===== src/design/lhs_pkg.sv =====
`timescale 1ns / 1ps
`default_nettype none

package lhs_pkg;

  localparam int GRAD_W = 32;
  localparam int DIST_W = 32;
  localparam int IDX_W  = 12;

  typedef logic signed [GRAD_W-1:0] grad_t;
  typedef logic [DIST_W-1:0]        dist_t;
  typedef logic [IDX_W-1:0]         idx_t;

  localparam idx_t  CNT_MAX     = '1;
  localparam grad_t FLOOR_RESET = {1'b1, {(GRAD_W-1){1'b0}}};

  typedef struct packed {
    grad_t gradient;
    dist_t distance;
    dist_t target_distance;
    idx_t  target_node;
    logic  first;
    logic  last;
  } in_word_t;

  typedef struct packed {
    grad_t max_gradient;
    idx_t  max_gradient_index;
    grad_t max_before_target;
    idx_t  max_before_index;
    idx_t  horizon_index;
    idx_t  horizon_count;
    idx_t  horizon_before_index;
    idx_t  horizon_before_count;
    logic  target_is_horizon;
  } out_word_t;

endpackage

`default_nettype wire


===== src/design/lhs_scan_core.sv =====
`timescale 1ns / 1ps
`default_nettype none

module lhs_scan_core #(
  parameter int MAX_NODES = 4096
) (
  input  wire                 clk,
  input  wire                 rst_n,
  input  wire                 cfg_wr_en,
  input  lhs_pkg::grad_t      cfg_wr_data,
  input  wire                 step,
  input  lhs_pkg::in_word_t   item,
  output lhs_pkg::out_word_t  summary
);

  localparam int CNT_W = (MAX_NODES > 2) ? $clog2(MAX_NODES) : 1;

  typedef logic [CNT_W-1:0] cnt_t;

  lhs_pkg::grad_t floor_r;
  lhs_pkg::grad_t pend_grad_r, pend_grad_nxt;
  logic           pend_valid_r, pend_valid_nxt;
  cnt_t           pend_idx_r, pend_idx_nxt;
  cnt_t           cnt_r, cnt_nxt;
  lhs_pkg::grad_t rmax_r, rmax_nxt;
  lhs_pkg::grad_t rmaxb_r, rmaxb_nxt;
  lhs_pkg::grad_t pmax_r, pmax_nxt;
  lhs_pkg::grad_t pmaxb_r, pmaxb_nxt;
  lhs_pkg::dist_t tdist_r, tdist_nxt;
  lhs_pkg::idx_t  tnode_r, tnode_nxt;
  lhs_pkg::idx_t  maxi_r, maxi_nxt;
  lhs_pkg::idx_t  befi_r, befi_nxt;
  lhs_pkg::idx_t  hori_r, hori_nxt;
  lhs_pkg::idx_t  horc_r, horc_nxt;
  lhs_pkg::idx_t  hbi_r, hbi_nxt;
  lhs_pkg::idx_t  hbc_r, hbc_nxt;
  logic           tflag_r, tflag_nxt;

  lhs_pkg::grad_t g;
  lhs_pkg::dist_t d;
  lhs_pkg::grad_t e_rmax, e_rmaxb;
  lhs_pkg::idx_t  e_maxi, e_befi, e_hori, e_horc, e_hbi, e_hbc;
  logic           e_pend, e_tflag;
  cnt_t           e_cnt;
  lhs_pkg::idx_t  pidx12;
  lhs_pkg::idx_t  cidx12;
  logic           peak, hb;

  always_comb begin
    g       = item.gradient;
    d       = item.distance;
    e_rmax  = item.first ? floor_r : rmax_r;
    e_rmaxb = item.first ? floor_r : rmaxb_r;
    e_maxi  = item.first ? '0 : maxi_r;
    e_befi  = item.first ? '0 : befi_r;
    e_hori  = item.first ? '0 : hori_r;
    e_horc  = item.first ? '0 : horc_r;
    e_hbi   = item.first ? '0 : hbi_r;
    e_hbc   = item.first ? '0 : hbc_r;
    e_tflag = item.first ? 1'b0 : tflag_r;
    e_pend  = item.first ? 1'b0 : pend_valid_r;
    e_cnt   = item.first ? '0 : cnt_r;
    tdist_nxt = item.first ? item.target_distance : tdist_r;
    tnode_nxt = item.first ? item.target_node : tnode_r;

    pidx12 = lhs_pkg::idx_t'(pend_idx_r);
    cidx12 = lhs_pkg::idx_t'(e_cnt);
    peak   = e_pend && (g < pend_grad_r);
    hb     = peak && (pmaxb_r < pend_grad_r);

    tflag_nxt = e_tflag || (hb && (pidx12 == tnode_nxt));
    hbi_nxt   = e_hbi;
    hbc_nxt   = e_hbc;
    if (hb && (d <= tdist_nxt)) begin
      hbi_nxt = pidx12;
      hbc_nxt = (e_hbc == lhs_pkg::CNT_MAX) ? e_hbc : e_hbc + 1'b1;
    end
    hori_nxt = e_hori;
    horc_nxt = e_horc;
    if (peak && (pmax_r < pend_grad_r)) begin
      hori_nxt = pidx12;
      horc_nxt = (e_horc == lhs_pkg::CNT_MAX) ? e_horc : e_horc + 1'b1;
    end

    pmax_nxt  = e_rmax;
    pmaxb_nxt = e_rmaxb;
    rmaxb_nxt = e_rmaxb;
    befi_nxt  = e_befi;
    if ((d < tdist_nxt) && (e_rmaxb < g)) begin
      rmaxb_nxt = g;
      befi_nxt  = cidx12;
    end
    rmax_nxt = e_rmax;
    maxi_nxt = e_maxi;
    if (e_rmax < g) begin
      rmax_nxt = g;
      maxi_nxt = cidx12;
    end

    pend_grad_nxt  = g;
    pend_idx_nxt   = e_cnt;
    pend_valid_nxt = !item.last;
    cnt_nxt        = (e_cnt == cnt_t'(MAX_NODES - 1)) ? '0 : e_cnt + 1'b1;
  end

  always_comb begin
    summary.max_gradient         = rmax_nxt;
    summary.max_gradient_index   = maxi_nxt;
    summary.max_before_target    = rmaxb_nxt;
    summary.max_before_index     = befi_nxt;
    summary.horizon_index        = hori_nxt;
    summary.horizon_count        = horc_nxt;
    summary.horizon_before_index = hbi_nxt;
    summary.horizon_before_count = hbc_nxt;
    summary.target_is_horizon    = tflag_nxt;
  end

  always_ff @(posedge clk) begin
    if (!rst_n) begin
      floor_r      <= lhs_pkg::FLOOR_RESET;
      pend_grad_r  <= '0;
      pend_valid_r <= 1'b0;
      pend_idx_r   <= '0;
      cnt_r        <= '0;
      rmax_r       <= lhs_pkg::FLOOR_RESET;
      rmaxb_r      <= lhs_pkg::FLOOR_RESET;
      pmax_r       <= lhs_pkg::FLOOR_RESET;
      pmaxb_r      <= lhs_pkg::FLOOR_RESET;
      tdist_r      <= '0;
      tnode_r      <= '0;
      maxi_r       <= '0;
      befi_r       <= '0;
      hori_r       <= '0;
      horc_r       <= '0;
      hbi_r        <= '0;
      hbc_r        <= '0;
      tflag_r      <= 1'b0;
    end else begin
      if (cfg_wr_en) begin
        floor_r <= cfg_wr_data;
      end
      if (step) begin
        pend_grad_r  <= pend_grad_nxt;
        pend_valid_r <= pend_valid_nxt;
        pend_idx_r   <= pend_idx_nxt;
        cnt_r        <= cnt_nxt;
        rmax_r       <= rmax_nxt;
        rmaxb_r      <= rmaxb_nxt;
        pmax_r       <= pmax_nxt;
        pmaxb_r      <= pmaxb_nxt;
        tdist_r      <= tdist_nxt;
        tnode_r      <= tnode_nxt;
        maxi_r       <= maxi_nxt;
        befi_r       <= befi_nxt;
        hori_r       <= hori_nxt;
        horc_r       <= horc_nxt;
        hbi_r        <= hbi_nxt;
        hbc_r        <= hbc_nxt;
        tflag_r      <= tflag_nxt;
      end
    end
  end

`ifndef SYNTHESIS
  a_max_order: assert property (@(posedge clk) disable iff (!rst_n)
    (rmaxb_r <= rmax_r) && (pmaxb_r <= pmax_r))
    else $error("maximum before target exceeds overall maximum");
  a_prior_order: assert property (@(posedge clk) disable iff (!rst_n)
    (pmax_r <= rmax_r) && (pmaxb_r <= rmaxb_r))
    else $error("prior maximum exceeds running maximum");
  a_count_index: assert property (@(posedge clk) disable iff (!rst_n)
    ((hbc_r != '0) || (hbi_r == '0)) && ((horc_r != '0) || (hori_r == '0)))
    else $error("horizon index set with no horizon counted");
`endif

endmodule

`default_nettype wire


===== src/design/lhs_out_stage.sv =====
`timescale 1ns / 1ps
`default_nettype none

module lhs_out_stage (
  input  wire                 clk,
  input  wire                 rst_n,
  input  wire                 load,
  input  lhs_pkg::out_word_t  load_word,
  output logic                can_load,
  output logic                out_valid,
  input  wire                 out_ready,
  output lhs_pkg::out_word_t  out_word
);

  logic               valid_r, valid_nxt;
  lhs_pkg::out_word_t word_r;

  assign can_load  = !valid_r || out_ready;
  assign valid_nxt = load || (valid_r && !out_ready);
  assign out_valid = valid_r;
  assign out_word  = word_r;

  always_ff @(posedge clk) begin
    if (!rst_n) begin
      valid_r <= 1'b0;
    end else begin
      valid_r <= valid_nxt;
    end
  end

  always_ff @(posedge clk) begin
    if (load) begin
      word_r <= load_word;
    end
  end

`ifndef SYNTHESIS
  a_no_overwrite: assert property (@(posedge clk) disable iff (!rst_n)
    load |-> can_load)
    else $error("summary loaded over an untaken summary");
`endif

endmodule

`default_nettype wire


===== src/design/los_horizon_scan.sv =====
// Horizon scan along one line of sight.
// Input channel in_valid/in_ready/in_word carries one node per word, in order
// along the line. A word with first set starts a new line and latches the
// target distance and target node index. A word with last set ends the line
// and produces one summary word on out_valid/out_ready/out_word.
// The gradient floor register is written through cfg_wr_en/cfg_wr_data and is
// used by the next line that starts; write it only while the block is idle.
// A word accepted into the input register is scanned from there into the state
// registers; when it is a last word, its summary is loaded into the output
// register by that same scan step and presented from there.
// Throughput: one node per cycle while no last word waits for the output
// register; a single scan step lies between input and state registers.
// When the receiver stalls, non-last words keep flowing; a last word waits in
// the input register until the output register is free, and in_ready then
// drops only while that word is held.
// Synchronous reset clears all line state, sets the gradient floor to the
// most negative value and empties both registers.
`timescale 1ns / 1ps
`default_nettype none

module los_horizon_scan #(
  parameter int MAX_NODES = 4096
) (
  input  wire                 clk,
  input  wire                 rst_n,
  input  wire                 in_valid,
  output logic                in_ready,
  input  lhs_pkg::in_word_t   in_word,
  output logic                out_valid,
  input  wire                 out_ready,
  output lhs_pkg::out_word_t  out_word,
  input  wire                 cfg_wr_en,
  input  lhs_pkg::grad_t      cfg_wr_data
);

  logic               s1_valid_r, s1_valid_nxt;
  lhs_pkg::in_word_t  s1_word_r;
  logic               can_load;
  logic               step;
  logic               accept;
  lhs_pkg::out_word_t summary;

  assign step         = s1_valid_r && (!s1_word_r.last || can_load);
  assign in_ready     = !s1_valid_r || step;
  assign accept       = in_valid && in_ready;
  assign s1_valid_nxt = accept || (s1_valid_r && !step);

  always_ff @(posedge clk) begin
    if (!rst_n) begin
      s1_valid_r <= 1'b0;
    end else begin
      s1_valid_r <= s1_valid_nxt;
    end
  end

  always_ff @(posedge clk) begin
    if (accept) begin
      s1_word_r <= in_word;
    end
  end

  lhs_scan_core #(
    .MAX_NODES (MAX_NODES)
  ) u_core (
    .clk         (clk),
    .rst_n       (rst_n),
    .cfg_wr_en   (cfg_wr_en),
    .cfg_wr_data (cfg_wr_data),
    .step        (step),
    .item        (s1_word_r),
    .summary     (summary)
  );

  lhs_out_stage u_out (
    .clk       (clk),
    .rst_n     (rst_n),
    .load      (step && s1_word_r.last),
    .load_word (summary),
    .can_load  (can_load),
    .out_valid (out_valid),
    .out_ready (out_ready),
    .out_word  (out_word)
  );

`ifndef SYNTHESIS
  a_stall_reason: assert property (@(posedge clk) disable iff (!rst_n)
    !in_ready |-> (s1_valid_r && s1_word_r.last && out_valid && !out_ready))
    else $error("input stalled without a blocked summary");
  a_held_word: assert property (@(posedge clk) disable iff (!rst_n)
    (s1_valid_r && !step) |=> (s1_valid_r && $stable(s1_word_r)))
    else $error("held input word lost or changed");
`endif

endmodule

`default_nettype wire

===== config.mk =====
export PLATFORM = sky130hd
export DESIGN_NAME = los_horizon_scan
export DESIGN_NICKNAME = d
export VERILOG_FILES = /design/src/design/lhs_pkg.sv /design/src/design/lhs_scan_core.sv /design/src/design/lhs_out_stage.sv /design/src/design/los_horizon_scan.sv
export SDC_FILE = /design/constraint.sdc
export NUM_CORES = 1
export LEC_CHECK = 0
export BUFFER_PORTS_ARGS = -buffer_cell sky130_fd_sc_hd__buf_4
export CORE_UTILIZATION = 64
export DETAILED_ROUTE_END_ITERATION = 10
export PLACE_DENSITY = 0.86
export SLEW_MARGIN = 20
export SYNTH_ARGS = -nofsm -noshare
export SYNTH_HDL_FRONTEND = slang
export SYNTH_SLANG_ARGS = --single-unit

===== constraint.sdc =====
create_clock -name clk -period 12.75 [get_ports clk]
set_clock_uncertainty 0.15 [all_clocks]
set_input_delay 0.6375 -clock clk [delete_from_list [all_inputs] [get_ports clk]]
set_output_delay 0.6375 -clock clk [all_outputs]
set_load 0.005 [all_outputs]

======== Word-level counts from Yosys, hierarchy flattened ========
Cells that the tools add are included.
operators by class
  add/subtract/negate cells ............... 3
  $lt $le $gt $ge ......................... 7
  reductions and logical operators ........ 22
  multiplexer cells ....................... 24
  equal/unequal tests ..................... 4
operators by type and width
  cell                   count
  $mux 12                17
  $lt 32x32->1           6
  $mux 32                5
  $add 12x1->12 const B  3
  $eq 12x12->1 const B   3
  $le 32x32->1           1
  $eq 12x12->1           1
  $logic_and 1x1->1      11
  $logic_or 1x1->1       6
  $logic_not 1->1        5
  $mux 1                 2
storage, ports and cells
  flip-flop bits (word level) ............. 583

======== Logic depth before layout (Yosys ltp) ========
Gate-level depths: netlist of run 1.
  depth after elaboration ................. 7
  depth in mapped cells ................... 20
  depth with buffers taken out ............ 13

======== Cells and area by module ========
A second synthesis of run 1 with hierarchy kept.
unflattened totals
  cell total of the unflattened synthesis .. 2870
  area total of the unflattened synthesis .. 28524.9 µm²
modules (own cells, without submodules)
  module            cells each  times used  seq. area each (µm²)  area each (µm²)
  lhs_scan_core     2611        1           6686.4                20976.4
  lhs_out_stage     141         1           4134.0                4162.7
  los_horizon_scan  118         1           3323.2                3385.7

======== Worst setup path after synthesis of run 1 ========
No wires, ideal clock.
  path kind ............................... register to register
  start ................................... register s1_valid_r
  end ..................................... register s1_word_r[0] (netlist name), enable pin
  cell stages (with the launch flop) ...... 2
  path slack .............................. 5.660 ns
  data arrival time ....................... 6.295 ns
  required time ........................... 11.955 ns
  period minus slack after synthesis ...... 7.090 ns
  path buffers ............................ 0
  cell sequence ........................... dfxtp_1 a31oi_1
between the ends
  word-level cells in the longest chain between the ends .. 3
  elaborated cells on any way between the ends .. 4
  those cells by class .................... reduce/logical (4)
RTL lines
  item                                                         RTL line                                        RTL
  start: declaration                                           los_horizon_scan.sv:36                          logic s1_valid_r, s1_valid_nxt;
  start signal: assignment                                     los_horizon_scan.sv:52                          s1_valid_r <= s1_valid_nxt;
  $logic_not 1->1 / $logic_and 1x1->1 (equally long branches)  los_horizon_scan.sv:44, los_horizon_scan.sv:43
  $logic_or 1x1->1 (*)                                         los_horizon_scan.sv:44                          assign in_ready = !s1_valid_r || step;
  $logic_and 1x1->1 (*)                                        los_horizon_scan.sv:45                          assign accept = in_valid && in_ready;
  via accept                                                   los_horizon_scan.sv:40                          logic accept;
  end signal: assignment                                       los_horizon_scan.sv:58                          s1_word_r <= in_word;
  end: declaration                                             los_horizon_scan.sv:37                          lhs_pkg::in_word_t s1_word_r;
The timed path passes the listed nets; every way through them passes the cells marked *.
A chain may end at the register's enable or synchronous reset.

==> results.py, run 1 <==
metrics = {
    "outcome": {
        "status": "completed",
    },
    "timing": {
        "fin_crit_ps": 5920,
        "tightest_slew_ps": 1130,
        "fin_hold_ws_ps": 30.1,
        "finalSetupTns_ps": 0,
        "finalSetupViolations": 0,
        "fin_crit_sh": 0.464,
        "clock.fmax_mhz": 169,
        "relSlewSlack": 0.245,
        "grt_setup_unrepaired": "false",
        "hold_viol": 0,
        "slew_violations": 0,
    },
    "routing": {
        "wire_per_inst_um": 20.9,
        "first_pass_iters": 7,
        "vias_per_cell": 6.29,
        "drtIter0Drc": 1964,
        "vias": 22700,
        "totalWireLength_um": 75400,
        "ant_nets": 0,
        "drc": 0,
    },
    "power": {
        "p_total_mw": 4.45,
        "leakage_nw": 13.2,
        "ir_drop_v": 0.000120,
        "power_density_nw_per_um2": 138,
    },
    "floorplan": {
        "die_h_um": 210,
        "num_io_pins": 286,
        "rows": 76,
        "coreArea_um2": 43000,
        "die_x_um": 210,
        "start_util": 0.647,
        "die-area_um2": 44300,
    },
    "layout": {
        "finalNonFillerCells": 3611,
        "fill_cells": 2848,
        "area_delta_synth_final_pct": 15.9,
        "layout_common_cells": "365 x nor2_1, 336 x dfxtp_1, 305 x buf_4",
        "regArea_um2": 14100,
        "multi_input_area_um2": 12600,
        "antennaDiodeCount": 0,
        "final_common_cell": "nor2_1",
        "drive_above_1_share": 0.164,
        "final_nets": 3313,
    },
    "synthesis": {
        "synth-async-reset-ratio": 0,
        "synth_edf_count": 247,
        "synth-seq-area-share": 0.508,
        "avgSynthCellArea_um2": 10.0,
        "ys_seq_elements": 583,
        "netlist-cell-type-count": 81,
        "netlist_instances": 2782,
        "ys_warn_count": 0,
        "syn_nets": 3119,
        "synthesis.area_um2": 27800,
        "synthFlopType": "dfxtp_1",
    },
    "global_route": {
        "grt_max_degree": 195,
        "grt_pass1_wl_um": 116000,
        "grt_pass1_vias": 22100,
        "antenna_found_initial": 1,
        "grt-ovfl-total": 0,
        "grt_usage": 0.332,
    },
    "setup_path": {
        "critPathKind": "reg -> reg",
        "worstPathArrival_ps": 6190,
        "crit_required_ps": 13030,
        "endpoint_kind": "register",
        "cp-start-kind": "register",
        "crit_fanout": 143,
    },
    "hold_path": {
        "hold_path_class": "in -> reg",
    },
    "placement": {
        "dp_hpwl_um": 49100,
        "numPlacedInstances": 3499,
        "portBuffers": 285,
        "gp_congestion": 0.926,
    },
    "clock_tree": {
        "cts_inserted_buffers": 59,
        "cts_setup_buffers": 0,
        "postCtsHoldBufs": 0,
        "cts.repair.resized": 0,
        "cts.path.max_buffers": 3,
        "cts_tree": "built",
        "h-tree-depth": 2,
        "clk_pin_slew_worst_paths_ps": 60,
        "numClockSinks": 583,
        "cts_root_buffer": "clkbuf_16",
        "worstSkewPairLatency_ps": 630,
    },
    "job": {
        "maxCapViolations": 0,
    },
}
[through the flow]
step           area, um^2  setup WS, ps  utilization
5_1_grt             32200          6590        0.750
3_3_place_gp        30200          7170        0.704
3_5_place_dp        30200          7040        0.704
2_1_floorplan       27800          5660            -
4_1_cts             32200          6980        0.750
6_report            32200          6830        0.750
[report_power, final]
part	internal, mW	switching [mW]	total, mW
registers	2.04	0.0601	2.10
logic	0.230	0.369	0.599
clock network	1.01	0.740	1.75
total	3.28	1.17	4.45
[registers in the layout (all words and copies together), names as in the netlist, 32 cells and up]
name                flops
u_core.pmaxb_r         32
u_core.rmaxb_r         32
u_core.floor_r         32
u_core.pend_grad_r     32
u_core.tdist_r         32
u_core.rmax_r          32
s1_word_r             110
u_core.pmax_r          32
u_out.out_word        137
[synth_stat cells (21+ instances only)]
cell type	number	area, um^2
a211oi_1	73	548
a21o_1	29	218
inv_1	112	420
xnor2_1	21	184
nand2_1	277	1040
mux2i_1	136	1360
a21oi_1	172	861
o21ai_0	85	425
a2111oi_0	32	280
a22oi_1	42	315
clkbuf_1	127	477
nor3_1	101	505
nor2b_1	31	194
a221oi_1	34	298
edfxtp_1	247	7420
nand3_1	52	260
mux2_2	63	709
ha_1	190	2380
dfxtp_1	336	6730
and3_1	22	138
nand4_1	38	238
buf_2	27	135
nor2_1	366	1370
[cell families after synthesis]
logic type | synth area share
buffers and inverters | 0.0405
and+or+nand+nor | 0.153
muxes | 0.0750
adders and majority gates | 0.0855
DFF | 0.508
AOI/OAI and AO/OA | 0.130
xor gates and xnor gates | 0.00787
[layout make-up]
cell class / instances / share of cell area
flip-flops and latches: 583 / 0.439
multi-input cells: 1911 / 0.391
repair buffers: 308 / 0.0726
clock buffers: 81 / 0.0524
well taps: 585 / 0.0227
inverters: 113 / 0.0134
clock inverters: 30 / 0.00885
[worst max-delay path: stages (launching register included)]
cell and delay (ps):
edfxtp_1 380, buf_12 650, buf_4 620, mux2_2 440, ha_1 310, nand2_1 60
a21oi_1 120, o211ai_1 200, a211oi_1 300, nor4_1 120, o21bai_4 650, buf_4 900
mux2_2 440, nand2_1 60, o211ai_1 120
[final timing paths]
kind / slack, ps / startpoint / cells past startpoint / end
worst max-delay path: 6830 / s1_word_r[1]$_DFFE_PP_ / 14 / u_core.rmaxb_r[31]$_SDFFE_PN1P_
worst min-delay path: 30 / in_word[86] / 1 / s1_word_r[86]$_DFFE_PP_
worst max register to register: 6830 / s1_word_r[1]$_DFFE_PP_ / 14 / u_core.rmaxb_r[31]$_SDFFE_PN1P_
worst min register to register: 310 / u_core.pend_grad_r[5]$_SDFFE_PN0P_ / 2 / u_core.pend_grad_r[5]$_SDFFE_PN0P_
[metal layers]
layer  wire, um  up-vias  GRT usage  share of wire
li1           -    10500          -              -
met1      29200    10900      0.411           0.39
met2      35800     1147      0.549           0.47
met3       6890      248     0.0749          0.091
met4       3490        2      0.163          0.046
met5         13        -          0        0.00017
Note: power is estimated with default switching activity, not from simulation.
==> run 2, diff against run 1 <==
- ABC_AREA: unset -> 1
- CORE_UTILIZATION: 64 -> 60
- PLACE_DENSITY: 0.86 -> 0.81
- clock period: 12.75 -> 6.2 ns (I/O delays scaled with it)
==> run 2 against run 1 <==
  * Design area grew 7.5%
  * Total power grew 120%
  * First-iteration DRC count grew 49%
  * Sequential share of layout area shrank 3.1 points
  * Largest power group unchanged
  * Critical path type unchanged
==> results.py, run 2 <==
metrics = {
    "global_route": {
        "globalRouteMet2Util": 0.539,
        "grt-ovfl-total": 0,
        "antenna_found_initial": 4,
        "grt_pass1_vias": 24600,
        "use_met3": 0.0552,
        "busiest_layer": "met2",
        "grt_max_degree": 120,
        "grt_pass1_wl_um": 132000,
        "grt_usage": 0.335,
        "grtUsageMet1": 0.454,
    },
    "layout": {
        "multi_input_area_um2": 12300,
        "largest_reg_flops": 137,
        "regArea_um2": 14100,
        "drive_above_1_share": 0.111,
        "final_nets": 4169,
        "final_common_cell": "nand2_1",
        "layout_common_cells": "639 x nand2_1, 425 x inv_1, 387 x nor2_1",
        "final_cell_area_um2": 34700,
        "fill_cells": 3331,
        "area_delta_synth_final_pct": 20.2,
    },
    "power": {
        "p_comb_frac": 0.161,
        "power.switching_mw": 2.69,
        "power_density_nw_per_um2": 281,
        "leakage_nw": 15.9,
        "sw_frac_of_total": 0.277,
        "seqPwrFrac": 0.449,
        "ir_drop_v": 0.000241,
        "p_int_mw": 7.05,
        "clock_power_share": 0.390,
    },
    "clock_tree": {
        "clk_pin_slew_worst_paths_ps": 60,
        "cts.path.max_buffers": 3,
        "h-tree-depth": 2,
        "cts_root_buffer": "clkbuf_16",
        "cts_setup_buffers": 0,
        "cts_inserted_buffers": 59,
        "worstSkewPairLatency_ps": 640,
        "numClockSinks": 583,
        "cts_tree": "built",
    },
    "timing": {
        "hold_viol": 0,
        "fin_crit_sh": 0.772,
        "finalSetupViolations": 0,
        "grt_setup_unrepaired": "false",
        "finalSetupTns_ps": 0,
        "slew_violations": 0,
        "tightest_slew_ps": 1100,
        "fin_crit_ps": 4780,
        "setup_ws_ps": 1420,
        "clock.fmax_mhz": 209,
        "fin_hold_ws_ps": 38.8,
        "relSlewSlack": 0.264,
    },
    "synthesis": {
        "synthesis.area_um2": 28800,
        "ys_seq_elements": 583,
        "synth_top_area_cell": "edfxtp_1",
        "netlist-cell-type-count": 43,
        "avgSynthCellArea_um2": 8.23,
        "synthTopCellsByCount": "640 x nand2_1, 428 x inv_1, 387 x nor2_1",
        "synthFlopType": "dfxtp_1",
        "netlist.area_leader.share": 0.257,
        "synth-async-reset-ratio": 0,
        "synth_edf_count": 247,
        "ys_warn_count": 0,
        "netlist_instances": 3502,
        "synth_most_common_cell": "nand2_1",
        "ys_top_cells_by_area": "edfxtp_1 26%, dfxtp_1 23%, nand2_1 8.3%",
        "synth-seq-area-share": 0.491,
        "syn_nets": 3839,
    },
    "placement": {
        "placed_area_um2": 31100,
        "portBuffers": 285,
        "gp_congestion": 0.888,
        "dp_slack_ps": 1760,
        "dp_hpwl_um": 47900,
    },
    "setup_path": {
        "crit_fanout": 60,
        "critPathKind": "reg -> reg",
        "crit_required_ps": 6570,
        "r2r-start": "s1_word_r[1]$_DFFE_PP_",
        "crit_start": "s1_word_r[1]$_DFFE_PP_",
        "cp-start-kind": "register",
        "worstPathArrival_ps": 5160,
        "endpoint_kind": "register",
    },
    "floorplan": {
        "start_util": 0.614,
        "die_x_um": 221,
        "coreArea_um2": 47000,
        "rows": 79,
        "num_io_pins": 286,
        "die_h_um": 221,
        "die-area_um2": 48900,
    },
    "routing": {
        "drc": 0,
        "wire_per_inst_um": 18.5,
        "ant_nets": 0,
        "drtIter0Drc": 2922,
        "first_pass_iters": 8,
        "totalWireLength_um": 83200,
        "vias_per_cell": 5.76,
        "vias": 25900,
    },
    "outcome": {
        "status": "completed",
    },
    "job": {
        "maxCapViolations": 0,
    },
    "hold_path": {
        "hold_path_class": "in -> reg",
        "hp-start": "rst_n",
    },
}
run 2: cell types whose count changed after synthesis, moves of 102 or more:
cell     before  now
inv_1       112  428
mux2i_1     136   34
nand3_1      52  293
o21ai_0      85  246
a21oi_1     172  283
nand2_1     277  640
run 2: final cells by class:
cell class              instances  area share
diodes                          2    0.000144
clock buffers                  81      0.0488
clock inverters                31      0.0105
inverters                     434      0.0476
multi-input cells            2301       0.354
flip-flops and latches        583       0.408
well taps                     607      0.0219
repair buffers                453       0.109
run 2: metrics by stage:
| step | cells | utilization | power [mW] |
|---|---|---|---|
| 6_report | 4492 | 0.738 | 9.74 |
| 5_1_grt | 4492 | 0.738 | 10.1 |
| 4_1_cts | 4490 | 0.738 | 9.67 |
| 3_5_place_dp | 4232 | 0.663 | 5.86 |
| 3_3_place_gp | 4232 | 0.663 | 5.82 |
| 2_1_floorplan | 3502 | - | 5.39 |
run 2: kinds of logic (layout without fill, tap and decap cells):
family / after synthesis / after routing / synth area share
AND/OR/NAND/NOR: 1463 / 1463 / 0.217
flip-flops: 583 / 583 / 0.491
buffers and inverters: 618 / 999 / 0.0845
AO/OA/AOI/OAI: 597 / 597 / 0.109
XOR/XNOR: 17 / 17 / 0.00516
other: 0 / 2 / 0
adder cells (fa/ha/maj): 190 / 190 / 0.0824
multiplexers: 34 / 34 / 0.0118
run 2: final timing paths:
path | to | cells after the start | slack (ps)
worst max-delay path | u_core.rmaxb_r[28]$_SDFFE_PN0P_ | 18 | 1420
worst min-delay path | u_core.floor_r[19]$_SDFFE_PN0P_ | 3 | 40
worst min register to register | u_core.tdist_r[0]$_SDFFE_PN0P_ | 2 | 300
worst max register to register | u_core.rmaxb_r[28]$_SDFFE_PN0P_ | 18 | 1420
run 2: routing by layer:
metal | up-vias | share of wire
met3 | 200 | 0.095
met4 | 2 | 0.032
li1 | 12300 | -
met1 | 12000 | 0.41
met5 | - | 0.00016
met2 | 1347 | 0.46
run 2: power by group through the flow:
stage / Combinational (mW) / Clock (mW) / Sequential [mW]
after floorplan: 0.981 / 0 / 4.41
after global placement: 1.38 / 0 / 4.44
after detailed placement: 1.42 / 0 / 4.44
after CTS: 1.51 / 3.80 / 4.37
after global routing: 1.73 / 3.97 / 4.39
final: 1.57 / 3.80 / 4.37
run 2: repair_timing:
item | 4_1_cts | 5_1_grt
endpoints found under the hold margin | 144 | 0
hold buffers | 146 | 0
resized for setup | 0 | 0
run 2: critical path, cell delays in order, from the launching register on:
cell      delay [ps]
edfxtp_1         520
buf_12           340
mux2i_1          290
ha_1             290
nand2_1          100
inv_1             70
o21ai_0          260
a21oi_1          180
nor2_1           140
nand2_1           80
nand2_1           60
nand2_1           70
inv_2             50
buf_4            540
nand3_4          790
nand2_1          350
nand3_1          120
nand2_1          120
inv_1             50
